## config.mk

```make
export PLATFORM = sky130hd
export DESIGN_NAME = lbm_fifo
export DESIGN_NICKNAME = d
export VERILOG_FILES = /design/src/rtl/lbm_fifo.sv
export SDC_FILE = /design/constraint.sdc
export NUM_CORES = 1
export LEC_CHECK = 0
export ABC_CLOCK_PERIOD_IN_PS = 1850
export BUFFER_PORTS_ARGS = -buffer_cell sky130_fd_sc_hd__clkbuf_2
export CELL_PAD_IN_SITES_DETAIL_PLACEMENT = 1
export CELL_PAD_IN_SITES_GLOBAL_PLACEMENT = 1
export CORE_UTILIZATION = 43
export CTS_CLUSTER_DIAMETER = 50
export DETAILED_ROUTE_END_ITERATION = 7
export GPL_TIMING_DRIVEN = 1
export PLACE_DENSITY_LB_ADDON = 0.1
export SLEW_MARGIN = 5
export SYNTH_ARGS = -nofsm -noshare
export SYNTH_HDL_FRONTEND = slang
export SYNTH_SLANG_ARGS = --single-unit
```

## constraint.sdc

```tcl
create_clock -name clk -period 1.85 [get_ports clk]
set_input_delay 0.185 -clock clk [delete_from_list [all_inputs] [get_ports clk]]
set_output_delay 0.185 -clock clk [all_outputs]
set_load 0.005 [all_outputs]
```

## src/rtl/lbm_fifo.sv

```systemverilog
`timescale 1ns / 1ps
// Small first-word-fall-through queue of flip-flops, one write and one read a cycle.
// Generic; no package dependency.
module lbm_fifo #(
	parameter int WIDTH = 8,
	parameter int DEPTH = 4
) (
	input  logic             clk,
	input  logic             arst_n,
	input  logic             wr_en,
	input  logic [WIDTH-1:0] wr_data,
	output logic             full,
	input  logic             rd_en,
	output logic [WIDTH-1:0] rd_data,
	output logic             empty
);
	localparam int PW = (DEPTH > 1) ? $clog2(DEPTH) : 1;
	localparam int CW = $clog2(DEPTH + 1);

	logic [WIDTH-1:0] mem_q [DEPTH];
	logic [PW-1:0]    wr_ptr_q;
	logic [PW-1:0]    rd_ptr_q;
	logic [CW-1:0]    count_q;
	logic             wr_fire;
	logic             rd_fire;

	assign full    = (count_q == CW'(DEPTH));
	assign empty   = (count_q == '0);
	assign wr_fire = wr_en && !full;
	assign rd_fire = rd_en && !empty;
	assign rd_data = mem_q[rd_ptr_q];

	// Store entry
	always_ff @(posedge clk) begin
		if (wr_fire) begin
			mem_q[wr_ptr_q] <= wr_data;
		end
	end

	// Advance pointers and count
	always_ff @(posedge clk or negedge arst_n) begin
		if (!arst_n) begin
			wr_ptr_q <= '0;
			rd_ptr_q <= '0;
			count_q  <= '0;
		end else begin
			if (wr_fire) begin
				wr_ptr_q <= (wr_ptr_q == PW'(DEPTH - 1)) ? '0 : wr_ptr_q + PW'(1);
			end
			if (rd_fire) begin
				rd_ptr_q <= (rd_ptr_q == PW'(DEPTH - 1)) ? '0 : rd_ptr_q + PW'(1);
			end
			count_q <= count_q + CW'(wr_fire) - CW'(rd_fire);
		end
	end

endmodule

```

==> impl_metrics.yaml <==
place:
  gp_routability_congestion: 0.660
  io_buffer_count: 21
  dpl.cell_count: 158
  dp_hpwl_microns: 1800
  placedInstanceArea_sq_um: 1880
yosys:
  largest_area_contributor_in_the_synthesized_netlist: "sky130_fd_sc_hd__edfxtp_1"
  synth_top_area_share_pct: 60.0
  synth.top_cells.by_area: "sky130_fd_sc_hd__edfxtp_1 60%, sky130_fd_sc_hd__mux4_2 11%, sky130_fd_sc_hd__dfrtp_1 11%, sky130_fd_sc_hd__ha_1 5.5%, sky130_fd_sc_hd__inv_1 1.6%"
  netlist_instances: 81
  synth.distinct_cells: 19
  synth_seq_cells: 39
  post-synth-top-count-cell: "sky130_fd_sc_hd__edfxtp_1"
  synth.yosys.warnings: 0
  ys_top_cells_by_count: "32 x sky130_fd_sc_hd__edfxtp_1, 8 x sky130_fd_sc_hd__mux4_2, 7 x sky130_fd_sc_hd__dfrtp_1, 7 x sky130_fd_sc_hd__ha_1, 7 x sky130_fd_sc_hd__inv_1"
  synth.cell_area_sq_um: 1600
  synth_nets: 101
  synth-edff-count: 32
  ys_async_sr_fraction_pct: 17.9
  syn_area_per_cell_sq_um: 19.8
  postSynth.topFlopCell: "sky130_fd_sc_hd__edfxtp_1"
  seq_area_frac_synth_pct: 70.9
grt:
  gr-total-overflow: 0
  grt_start_max_net_pins: 13
  grt_pass1_vias: 870
  grtUsageTotal_pct: 14.9
  antenna_found_initial: 0
  global_route_wire_length_before_repair_microns: 4230
critical_path:
  timing.rr.start: "count_q[1]"
  critPathTopFamily: "adder cells"
  start_kind: "flip-flop"
  timing.critical_path.fanout_max: 2
  critical_path_type: "flip-flop to flip-flop"
  cell_by_cell_trace_of_the_critical_path: "nor3_2 > nand2b_4 > inv_2 > ha_4 > inv_2 > ha_4 > fa_2 > xnor2_2 > xnor2_1"
  required_ps: 2020
  regToRegSetupSlack_ps: -130
  cp_slowest_stage_delay_ps: 400
  critPathArrivalTime_ps: 2160
  cpMaxStageDelayCell: "sky130_fd_sc_hd__dfrtp_1"
  r2r.worst_path.cells: 9
  cp.buffers_inverters: 2
  critical_path.endpoint_type: "flip-flop"
  worst_r2r_endpoint: "count_q[2]"
flow_run:
  max_cap_violations: 0
detailed_routing:
  drt.antenna.violating_nets: 0
  drt_iter0_markers: 36
  viasPerCell: 4.82
  routed_wl_microns: 2510
  vias: 815
  firstDrtPassIters: 3
  drt-wirelength-per-cell_microns: 14.8
  number_of_drc_violations_after_detailed_routing: 0
die:
  rows: 21
  core_box_area_sq_um: 3440
  fp.dieW_microns: 63.1
  i_o_pin_total: 22
  die_area_sq_um: 3980
  floorplan.initialDensity_pct: 46.6
  floorplan.die.height_microns: 63.1
sta:
  worst_slack_ps: -135
  timing.max_slew.rel_slack_pct: 71.4
  grt_setup_unrepaired: "yes"
  final-max-slew-violation-count: 0
  hold_viol: 0
  worst_hold_slack_ps: 109
  finalClockSkew_ps: 5.63
  finalWorstPathRequiredPeriod_ps: 1980
  worst-slew-pin-transition_ps: 429
  finalSetupViolations: 1
  finalCritPeriodShare_pct: 107
  setup_total_negative_slack_ps: -135
  fmax_mhz: 504
pwr:
  worst_vdd_drop_uv: 796
  leakage_nw: 0.802
  power_per_cell_area_nw_per_um2: 1550
worst_hold_path:
  min_path_type: "primary input to flip-flop"
  worstHoldEndpoint: "mem_q[1][3]"
  hold_path_startpoint: "wr_data[3]"
  hold_depth: 1
finish:
  antenna_cells_inserted: 0
  drive_above_1_share_pct: 52.8
  area_taken_by_multi_input_logic_gates_sq_um: 472
  regArea_sq_um: 1140
  post_route_cell_area_sq_um: 2050
  fillerInstances: 321
  design.final.nets: 142
  layout-area-overhead-vs-synth_pct: 27.6
  post_layout_nonfiller_instances: 169
  layout.core_utilization_pct: 59.4
clocking:
  clk_tree_root_cell: "sky130_fd_sc_hd__clkbuf_8"
  tritoncts_clock_tree: "done"
  clkSinkCount: 39
  clkSlewWorstSetupHoldPaths_ps: 70
  ctsHtreeMaxLevel: 2
  clock_tree.buffer_depth: 2
  cts_buffers: 5
  insertion_delay_ps: 290
run_status:
  violations_in_the_final_reports: "negative setup slack"
  outcome: "finished with violations"
==> how the worst max path moves through the flow <==
| stage | startpoint | to | slack (ps) | depth (start not counted) |
|---|---|---|---|---|
| 2_1_floorplan | count_q[2] | count_q[2] | -130 | 9 |
| 3_3_place_gp | count_q[1] | count_q[2] | -60 | 9 |
| 3_5_place_dp | count_q[1] | count_q[2] | -190 | 9 |
| 4_1_cts | count_q[2] | count_q[2] | -200 | 9 |
| 5_1_grt | count_q[1] | count_q[2] | -230 | 9 |
| 6_report | count_q[1] | count_q[2] | -130 | 9 |
==> flip-flops by register name, indices dropped and copies added (netlist names) <==
register,count
count_q,3
mem_q,32
rd_ptr_q,2
wr_ptr_q,2
==> cells in the final DEF, fill, tap and decap left out, drive strengths merged <==
cell | synthesis | final
edfxtp | 32 | 32
clkbuf | 1 | 26
buf | 1 | 14
mux4 | 8 | 8
dfrtp | 7 | 7
ha | 7 | 7
inv | 7 | 7
and2 | 4 | 4
mux2 | 3 | 3
nor2 | 2 | 2
xnor2 | 2 | 2
clkinv | 0 | 2
nor3 | 1 | 1
nand2b | 1 | 1
nor3b | 1 | 1
nor2b | 1 | 1
nand2 | 1 | 1
o22ai | 1 | 1
fa | 1 | 1
bufinv | 0 | 1
dlygate4sd3 | 0 | 1
==> what timing repair did <==
action,4_1_cts,5_1_grt
resized for setup,7,0
buffers inserted,2,0
pin swaps,7,6
endpoints found under the hold margin,7,0
setup endpoints to repair,10,2
hold buffers,1,0
==> power by group <==
group	internal [mW]	switching [mW]	total, mW
logic	0.694	0.434	1.13
clock network	0.394	0.277	0.671
registers	1.19	0.181	1.37
total	2.28	0.892	3.17
==> per-stage QoR <==
stage | setup WS (ps) | power (mW)
after detailed placement | -191 | 2.45
final | -135 | 3.17
after global routing | -231 | 3.38
after CTS | -203 | 3.24
after floorplan | -130 | 1.97
after global placement | -63.4 | 2.41
==> layout make-up <==
| type | count | share of cell area, % |
|---|---|---|
| Clock buffer | 5 | 3.36 |
| Tap cell | 46 | 2.81 |
| Inverter | 7 | 1.28 |
| Timing Repair Buffer | 36 | 12.0 |
| Clock inverter | 3 | 1.90 |
| Sequential cell | 39 | 55.6 |
| Multi-Input combinational cell | 33 | 23.1 |
==> layer usage <==
layer / GRT usage (%) / part of all wire [%] / vias to the layer above / routed length, microns
li1: - / - / 387 / -
met3: 4.35 / 2.7 / 6 / 68
met5: 0 / 0 / - / 0
met4: 7.85 / 2.1 / 0 / 53
met2: 25.3 / 53 / 14 / 1330
met1: 17.0 / 42 / 408 / 1060
==> kinds of logic (layout without fill, tap and decap cells) <==
family | Yosys count | in the layout | synth area share, %
AOI/OAI and AO/OA | 1 | 1 | 0.391
xor gates and xnor gates | 2 | 2 | 1.09
buffers and inverters | 9 | 51 | 2.19
and+or+nand+nor | 11 | 11 | 5.15
muxes | 11 | 11 | 13.6
DFF | 39 | 39 | 70.9
adders and majority gates | 8 | 8 | 6.71
(Power assumes the default switching activity.)
