**src/rtl/lbm_pkg.sv**
```systemverilog
`timescale 1ns / 1ps
// Shared types and constants for the label boundary marker.
// Used by every module of the block but lbm_fifo; depends on nothing.
package lbm_pkg;

	// Field widths
	localparam int LABEL_BITS    = 16;
	localparam int CH_BITS       = 8;
	localparam int ROW_BITS      = 12;
	localparam int OUT_COL_BITS  = 11;
	localparam int FW_BITS       = 12;
	localparam int FH_BITS       = 13;
	localparam int CFG_IDX_BITS  = 4;
	localparam int CFG_DATA_BITS = 13;

	// Frame limits and reset geometry
	localparam int DEF_MAX_WIDTH = 2048;
	localparam int MAX_HEIGHT    = 4096;
	localparam int RESET_WIDTH   = 640;
	localparam int RESET_HEIGHT  = 480;

	// Register indexes
	localparam logic [CFG_IDX_BITS-1:0] REG_FRAME_WIDTH  = CFG_IDX_BITS'(0);
	localparam logic [CFG_IDX_BITS-1:0] REG_FRAME_HEIGHT = CFG_IDX_BITS'(1);

	// Queues: at most RES_MAX results per pixel; OUTQ_DEPTH is a power of two
	localparam int MIDQ_DEPTH    = 4;
	localparam int RES_MAX       = 3;
	localparam int RES_CNT_BITS  = $clog2(RES_MAX + 1);
	localparam int OUTQ_DEPTH    = 8;
	localparam int OUTQ_LVL_BITS = $clog2(OUTQ_DEPTH + 1);

	// Overlay colour of a boundary pixel
	localparam logic [CH_BITS-1:0] MARK_CH0 = CH_BITS'(0);
	localparam logic [CH_BITS-1:0] MARK_CH1 = CH_BITS'(0);
	localparam logic [CH_BITS-1:0] MARK_CH2 = CH_BITS'(255);

	typedef struct packed {
		logic [LABEL_BITS-1:0] seg_label;
		logic [CH_BITS-1:0]    in_ch0;
		logic [CH_BITS-1:0]    in_ch1;
		logic [CH_BITS-1:0]    in_ch2;
	} pix_in_t;

	typedef struct packed {
		logic [ROW_BITS-1:0]     out_row;
		logic [OUT_COL_BITS-1:0] out_col;
		logic [CH_BITS-1:0]      out_ch0;
		logic [CH_BITS-1:0]      out_ch1;
		logic [CH_BITS-1:0]      out_ch2;
		logic                    is_boundary;
		logic                    last_of_run;
	} pix_out_t;

	// Position class of an accepted pixel, worked out by the front end
	typedef struct packed {
		logic prev_row;   // row >= 1: the row above is due for output
		logic top_ok;     // row >= 2: the row above has a row above it
		logic left_ok;    // col >= 1
		logic left2_ok;   // col >= 2
		logic right_ok;   // col + 1 < width
		logic last_row;   // row + 1 == height
		logic last_col;   // col + 1 == width
	} lbm_flags_t;

endpackage

```
**src/rtl/lbm_front.sv**
```systemverilog
`timescale 1ns / 1ps
// Front end: configuration registers, raster position counters and pixel classification.
// Depends on lbm_pkg.
module lbm_front #(
	parameter int MAX_WIDTH = lbm_pkg::DEF_MAX_WIDTH
) (
	input  logic                               clk,
	input  logic                               arst_n,
	input  logic                               cfg_valid,
	output logic                               cfg_ready,
	input  logic [lbm_pkg::CFG_IDX_BITS-1:0]   cfg_index,
	input  logic [lbm_pkg::CFG_DATA_BITS-1:0]  cfg_data,
	input  logic                               push,
	output logic                               full,
	input  lbm_pkg::pix_in_t                   pixel,
	input  logic                               midq_full,
	output logic                               midq_push,
	output lbm_pkg::lbm_flags_t                item_flags,
	output logic [lbm_pkg::ROW_BITS-1:0]       item_row,
	output logic [$clog2(MAX_WIDTH)-1:0]       item_col,
	output lbm_pkg::pix_in_t                   item_pix
);
	import lbm_pkg::*;

	localparam int AW = $clog2(MAX_WIDTH);

	logic [FW_BITS-1:0]  fw_q;
	logic [FH_BITS-1:0]  fh_q;
	logic [ROW_BITS-1:0] row_q;
	logic [AW-1:0]       col_q;
	logic [AW:0]         eff_w;
	logic [FH_BITS-1:0]  eff_h;
	logic [AW:0]         col_nx;
	logic [FH_BITS-1:0]  row_nx;
	logic                cfg_fire;
	logic                accept;

	assign cfg_ready = 1'b1;
	assign cfg_fire  = cfg_valid && cfg_ready;
	assign full      = midq_full;
	assign accept    = push && !midq_full;
	assign midq_push = accept;

	// Clamp the programmed geometry
	always_comb begin
		if (fw_q == '0) begin
			eff_w = (AW+1)'(1);
		end else if ({20'd0, fw_q} > 32'(MAX_WIDTH)) begin
			eff_w = (AW+1)'(MAX_WIDTH);
		end else begin
			eff_w = (AW+1)'(fw_q);
		end
		if (fh_q == '0) begin
			eff_h = FH_BITS'(1);
		end else if (fh_q > FH_BITS'(MAX_HEIGHT)) begin
			eff_h = FH_BITS'(MAX_HEIGHT);
		end else begin
			eff_h = fh_q;
		end
	end

	assign col_nx = {1'b0, col_q} + (AW+1)'(1);
	assign row_nx = {1'b0, row_q} + FH_BITS'(1);

	// Classify the pixel at the current position
	always_comb begin
		item_flags.prev_row = (row_q != '0);
		item_flags.top_ok   = (row_q >= ROW_BITS'(2));
		item_flags.left_ok  = (col_q != '0);
		item_flags.left2_ok = ({1'b0, col_q} >= (AW+1)'(2));
		item_flags.right_ok = (col_nx < eff_w);
		item_flags.last_row = (row_nx == eff_h);
		item_flags.last_col = (col_nx == eff_w);
	end

	assign item_row = row_q;
	assign item_col = col_q;
	assign item_pix = pixel;

	// Hold geometry; advance position per transfer; restart the frame on a width or height write
	always_ff @(posedge clk or negedge arst_n) begin
		if (!arst_n) begin
			fw_q  <= FW_BITS'(RESET_WIDTH);
			fh_q  <= FH_BITS'(RESET_HEIGHT);
			row_q <= '0;
			col_q <= '0;
		end else if (cfg_fire) begin
			unique case (cfg_index)
				REG_FRAME_WIDTH: begin
					fw_q  <= cfg_data[FW_BITS-1:0];
					row_q <= '0;
					col_q <= '0;
				end
				REG_FRAME_HEIGHT: begin
					fh_q  <= cfg_data;
					row_q <= '0;
					col_q <= '0;
				end
				default: begin
				end
			endcase
		end else if (accept) begin
			if (item_flags.last_col) begin
				col_q <= '0;
				row_q <= item_flags.last_row ? '0 : row_nx[ROW_BITS-1:0];
			end else begin
				col_q <= col_nx[AW-1:0];
			end
		end
	end

endmodule

```
**config.mk**
```make
export PLATFORM = sky130hd
export DESIGN_NAME = lbm_front
export DESIGN_NICKNAME = d
export VERILOG_FILES = /design/src/rtl/lbm_pkg.sv /design/src/rtl/lbm_front.sv
export SDC_FILE = /design/constraint.sdc
export NUM_CORES = 1
export LEC_CHECK = 0
export ABC_CLOCK_PERIOD_IN_PS = 7100
export BUFFER_PORTS_ARGS = -buffer_cell sky130_fd_sc_hd__buf_2
export CORE_UTILIZATION = 55
export DETAILED_ROUTE_END_ITERATION = 7
export GPL_TIMING_DRIVEN = 0
export PLACE_DENSITY = 0.87
export SETUP_SLACK_MARGIN = 0.02
export SLEW_MARGIN = 20
export SYNTH_ARGS = -nofsm -noshare
export SYNTH_HDL_FRONTEND = slang
export SYNTH_SLANG_ARGS = --single-unit
```
**constraint.sdc**
```tcl
create_clock -name clk -period 7.1 [get_ports clk]
set_clock_uncertainty 0.05 [all_clocks]
set_input_delay 0.355 -clock clk [delete_from_list [all_inputs] [get_ports clk]]
set_output_delay 0.355 -clock clk [all_outputs]
set_load 0.05 [all_outputs]
```
==> results.yml, run 1 <==
global_routing:
  grt_max_degree: 49
  grt_usage: 0.273
  grt-ovfl-total: 0
  first_global_vias: 3328
  antenna_found_initial: 0
  grt_first_pass_wirelength_um: 15700
timing:
  tightest_slew_ns: 0.644
  hold_viol: 6
  layout_min_cycle_time_ns: 3.84
  finalCritPeriodShare: 0.541
  setup_violations: 0
  drv_slew: 0
  rsz0062_at_grt: "no"
  setup_tns_ns: 0
  fmax_ghz: 0.260
  worst_hold_slack_ns: -0.0123
  setup_ws_ns: 3.26
  slew_headroom: 0.569
drt:
  ant_nets: 0
  first_pass_iters: 7
  drt_iter0_drc: 224
  wl_per_cell_um: 16.2
  num_vias: 3596
  via_per_inst: 6.00
  wl_um: 9680
  drc_errors: 22
setup_path:
  worstPathArrival_ns: 4.04
  critPathKind: "register to register"
  required_ns: 7.30
  worstSetupStartpoint: "item_col[0]"
  cp_max_fo: 10
  r2r_start: "item_col[0]"
  startpoint_type: "register"
  end_kind: "register"
placement:
  numPlacedInstances: 591
  portBuffers: 93
  gp_congestion: 0.935
  dp_hpwl_um: 7350
  dp_slack_ns: 3.38
final_layout:
  post-route-util: 0.682
  antenna_cells: 0
  final_common_cell: "buf_2"
  final_layout_size_suffix_gt1_frac: 0.368
  instances_no_fill: 599
  seqCellArea_um2: 1210
  nFillCells: 552
  area_delta_synth_final_pct: 17.6
  final_cell_mix: "99 x buf_2, 46 x buf_4, 42 x nand2_1, 42 x dfrtp_1, 26 x mux2_2"
  multi_input_area_um2: 2050
  num-nets-final: 601
floorplanning:
  die_w_um: 84.5
  rows: 29
  start_util: 0.580
  die_h_um: 84.5
  core_area_um2: 6460
  ioPinCount: 135
  die_area_um2: 7150
logic_synthesis:
  synth_top_area_frac: 0.280
  yosys-top-cells-area: "dfrtp_1 28%, buf_4 9.0%, mux2_2 7.8%"
  synth.largest_area_cell: "dfrtp_1"
  synthesis.area_um2: 3750
  syn_area_per_cell_um2: 8.90
  ys.flop_type: "dfrtp_1"
  yosysSeqAreaShare: 0.323
  ys_types: 61
  synthCells: 421
  synth_nets: 501
  yosysWarningCount: 0
  ys_ff_latch: 48
  synth_edf_count: 0
  async_reset_ff_frac: 1.00
status:
  outcome: "finished with violations"
  violations: "DRC, hold timing"
cts:
  clk_latency_ns: 0.31
  cts_buffers: 5
  cts.root.buffer_cell: "clkbuf_8"
  cts_setup_buffers: 0
  clock_path_buffers: 2
  cts_resized: 0
  clkTransAtPathRegs_ns: 0.10
  htree_levels: 2
  cts_hold_buf: 0
  cts_sinks: 48
  cts_tree: "built"
pwr:
  p_per_area_nw_per_um2: 235
  ir_worst_vdd_v: 0.000174
  power.leakage_uw: 0.00204
job:
  max-cap-violations: 0
min_path:
  holdCritPathClass: "input pin to asynchronous set/reset pin"
[synthesized netlist by cell type (all sizes together) (5+ instances only)]
cell and number:
o2111ai 5, buf 54, a21oi 8, nor2b 6, xnor2 10, nor2 21
dfstp 6, clkbuf 11, ha 18, or4 5, nor3 11, a221oi 6
mux2 26, a21o 7, nand2 42, nor4 9, nand2b 7, dfrtp 42
o21ai 21, nand3 15, inv 16, nand4 12, or3 5
[routing by layer]
layer | track usage | up-vias | wire length, um
met1 | 0.341 | 1695 | 3910
met3 | 0.0462 | 22 | 827
met4 | 0.0878 | 0 | 151
met5 | 0 | - | 0
met2 | 0.481 | 209 | 4790
li1 | - | 1670 | -
[power breakdown]
group,switching [uW],internal (uW)
sequential,49.3,325
combinational,309,176
clock,105,72.7
[metrics by stage]
| stage | hold slack [ns] | total power [uW] | area [um2] |
|---|---|---|---|
| 2_1_floorplan | 0.00941 | 738 | 3750 |
| 3_3_place_gp | 0.452 | 835 | 4310 |
| 3_5_place_dp | 0.460 | 855 | 4310 |
| 4_1_cts | 0.222 | 1030 | 4400 |
| 5_1_grt | 0.0462 | 1100 | 4410 |
| 6_report | -0.0123 | 1040 | 4410 |
[logic make-up after synthesis]
kind of cell / after synthesis / synth area share
AOI/OAI and AO/OA: 79 / 0.149
buffers and inverters: 81 / 0.131
xor gates and xnor gates: 16 / 0.0447
adders and majority gates: 18 / 0.0601
and+or+nand+nor: 151 / 0.211
other: 1 / 0.00100
muxes: 27 / 0.0808
DFF: 48 / 0.323
[sequential cells by signal (all words and copies together) (netlist names)]
register and cells:
fh_q 13, fw_q 12, item_row 12, item_col 11
[critical path, stage by stage (launching register included)]
cell,delay (ns)
dfrtp_1,0.48
ha_1,0.28
nand3_1,0.13
nor2_1,0.23
nand4_1,0.15
xnor2_1,0.19
ha_1,0.32
nand4_1,0.09
nor3_1,0.41
nor2_1,0.27
nor2_1,0.24
clkbuf_1,0.45
nand2_1,0.12
a221oi_1,0.27
a21o_1,0.11
[path summary, 6_finish.rpt]
path	endpoint	slack (ns)	cells past startpoint
setup / recovery	item_row[8]	3.26	14
min in group clk	fh_q[12]	0.22	2
hold / removal	item_row[6]	-0.01	1
setup reg to reg	item_row[8]	3.26	14
hold reg to reg	fh_q[2]	0.48	1
max in group asynchronous	item_col[6]	6.58	1
[area by class of cell]
class | instances | area share
Multi-Input combinational cell | 292 | 0.465
Clock inverter | 3 | 0.00596
Buffer | 65 | 0.0974
Tap cell | 77 | 0.0219
Sequential cell | 48 | 0.274
Timing Repair Buffer | 93 | 0.106
Inverter | 16 | 0.0136
Clock buffer | 5 | 0.0156
No activity file was read; power rests on OpenSTA's default activity.
==> run 2: changes to the inputs <==
ABC_CLOCK_PERIOD_IN_PS = 3400   (was 7100)
CORE_UTILIZATION = 46   (was 55)
PLACE_DENSITY = 0.78   (was 0.87)
clock period = 3.4 ns   (was 7.1 ns; I/O delays follow)
==> results.yml, run 2 (synthesis gave the netlist of run 1 again) <==
final_layout:
  final_layout_size_suffix_gt1_frac: 0.421
  nFillCells: 706
  final_cell_mix: "98 x buf_2, 52 x buf_4, 41 x nand2_1"
  multi_input_area_um2: 2140
  seqCellArea_um2: 1220
  largest-register: "fh_q"
  final_common_cell: "buf_2"
  antenna_cells: 0
  area_delta_synth_final_pct: 23.1
  largest_reg_flops: 13
  num-nets-final: 606
global_routing:
  grt_usage: 0.230
  grt-ovfl-total: 0
  use_met3: 0.0332
  grtUsageMet2: 0.400
  grt_max_degree: 49
  grt_first_pass_wirelength_um: 15400
  grt_util_met1: 0.285
  first_global_vias: 3211
  antenna_found_initial: 0
  grt-busiest-layer: "met2"
setup_path:
  worstReg2RegEnd: "item_row[6]"
  required_ns: 3.18
  worstPathArrival_ns: 3.02
  critPathKind: "register to output pin"
  r2r_start: "item_col[0]"
  critPathMaxStageDelay_ns: 0.58
  r2r_slack_ns: 0.21
  rr_worst_depth: 14
  end_kind: "output pin"
  startpoint_type: "register"
  worstPathCellList: "buf_2 > nand3_2 > o41ai_4 > mux2_2 > o211a_1 > or4_4 > nor2_2 > clkbuf_4"
  critPathSlowestCell: "or4_4"
  cp_max_fo: 10
floorplanning:
  start_util: 0.480
  die_w_um: 92.3
  die_h_um: 92.3
  die_area_um2: 8510
  ioPinCount: 135
  rows: 32
  core_area_um2: 7810
min_path:
  worst_hold_path.num_cells: 2
  holdPathEnd: "fh_q[12]"
  hold_start: "cfg_data[12]"
  holdCritPathClass: "input pin to register"
drt:
  via_per_inst: 5.62
  wl_um: 9780
  num_vias: 3535
  ant_nets: 0
  drc_errors: 0
  drt_iter0_drc: 177
  first_pass_iters: 4
  wl_per_cell_um: 15.6
cts:
  cts_tree: "built"
  htree_levels: 2
  clock_path_buffers: 2
  cts_sinks: 48
  clk_latency_ns: 0.31
  cts_buffers: 5
  cts.root.buffer_cell: "clkbuf_8"
  clkTransAtPathRegs_ns: 0.11
pwr:
  p_total_uw: 2280
  p_per_area_nw_per_um2: 495
  power.leakage_uw: 0.00211
  ir_worst_vdd_v: 0.000271
placement:
  portBuffers: 93
  gp_congestion: 0.914
  dp_hpwl_um: 7460
timing:
  finalCritPeriodShare: 0.954
  layout_min_cycle_time_ns: 3.24
  setup_violations: 0
  fmax_ghz: 0.308
  drv_slew: 0
  tightest_slew_ns: 0.625
  setup_tns_ns: 0
  rsz0062_at_grt: "no"
  hold_viol: 0
  slew_headroom: 0.583
status:
  outcome: "completed"
job:
  max-cap-violations: 0
==> run 2: per-layer routing <==
metal / share of wire / routed length (um) / vias to the layer above
li1: - / - / 1684
met1: 0.42 / 4110 / 1683
met2: 0.50 / 4870 / 148
met3: 0.057 / 555 / 20
met4: 0.025 / 244 / 0
met5: 0 / 0 / -
==> run 2: through the flow <==
stage	utilization	worst slack [ns]	cell area (um2)	hold WS, ns	instances
3_3_place_gp	0.562	-0.0274	4390	0.358	616
6_report	0.591	0.156	4610	0.0360	629
3_5_place_dp	0.562	-0.0422	4390	0.369	616
4_1_cts	0.578	-0.0171	4510	0.0331	623
2_1_floorplan	-	-0.00593	3800	-0.176	421
5_1_grt	0.591	0.00341	4610	0.0252	629
==> run 2: layout make-up <==
cell class	count	share of cell area
Tap cell	102	0.0277
Multi-Input combinational cell	292	0.463
Sequential cell	48	0.264
Inverter	16	0.0130
Clock buffer	5	0.0149
Clock inverter	3	0.0100
Timing Repair Buffer	100	0.115
Buffer	63	0.0922
==> run 2: worst max path at each step <==
| stage | startpoint | endpoint | slack (ns) |
|---|---|---|---|
| after floorplan | item_col[0] | item_row[9] | -0.006 |
| after global placement | item_row[7] | item_row[10] | -0.03 |
| after detailed placement | item_row[7] | item_row[10] | -0.04 |
| after CTS | item_row[2] | item_flags[1] | -0.02 |
| after global routing | item_col[0] | item_flags[2] | 0.003 |
| final | item_row[6] | item_flags[1] | 0.16 |
==> run 2: report_power, final <==
group / switching [uW] / total, uW / internal, uW / leakage [uW]
Clock: 222 / 444 / 222 / 0.0000548
Sequential: 108 / 788 / 680 / 0.000566
Combinational: 655 / 1050 / 397 / 0.00149
==> run 2: repair_timing <==
item	4_1_cts	5_1_grt
hold buffers	0	1
endpoints found under the setup margin	5	12
pin swaps	0	2
buffers inserted	0	6
resized for setup	2	15
endpoints found under the hold margin	0	42
==> run 2: worst max-delay path: cells and delay by family, from the launching register on <==
family / cells / cell delay, ns
muxes: 1 / 0.38
buffers and inverters: 2 / 0.46
and+or+nand+nor: 3 / 0.89
AOI/OAI and AO/OA: 2 / 0.62
DFF: 1 / 0.36
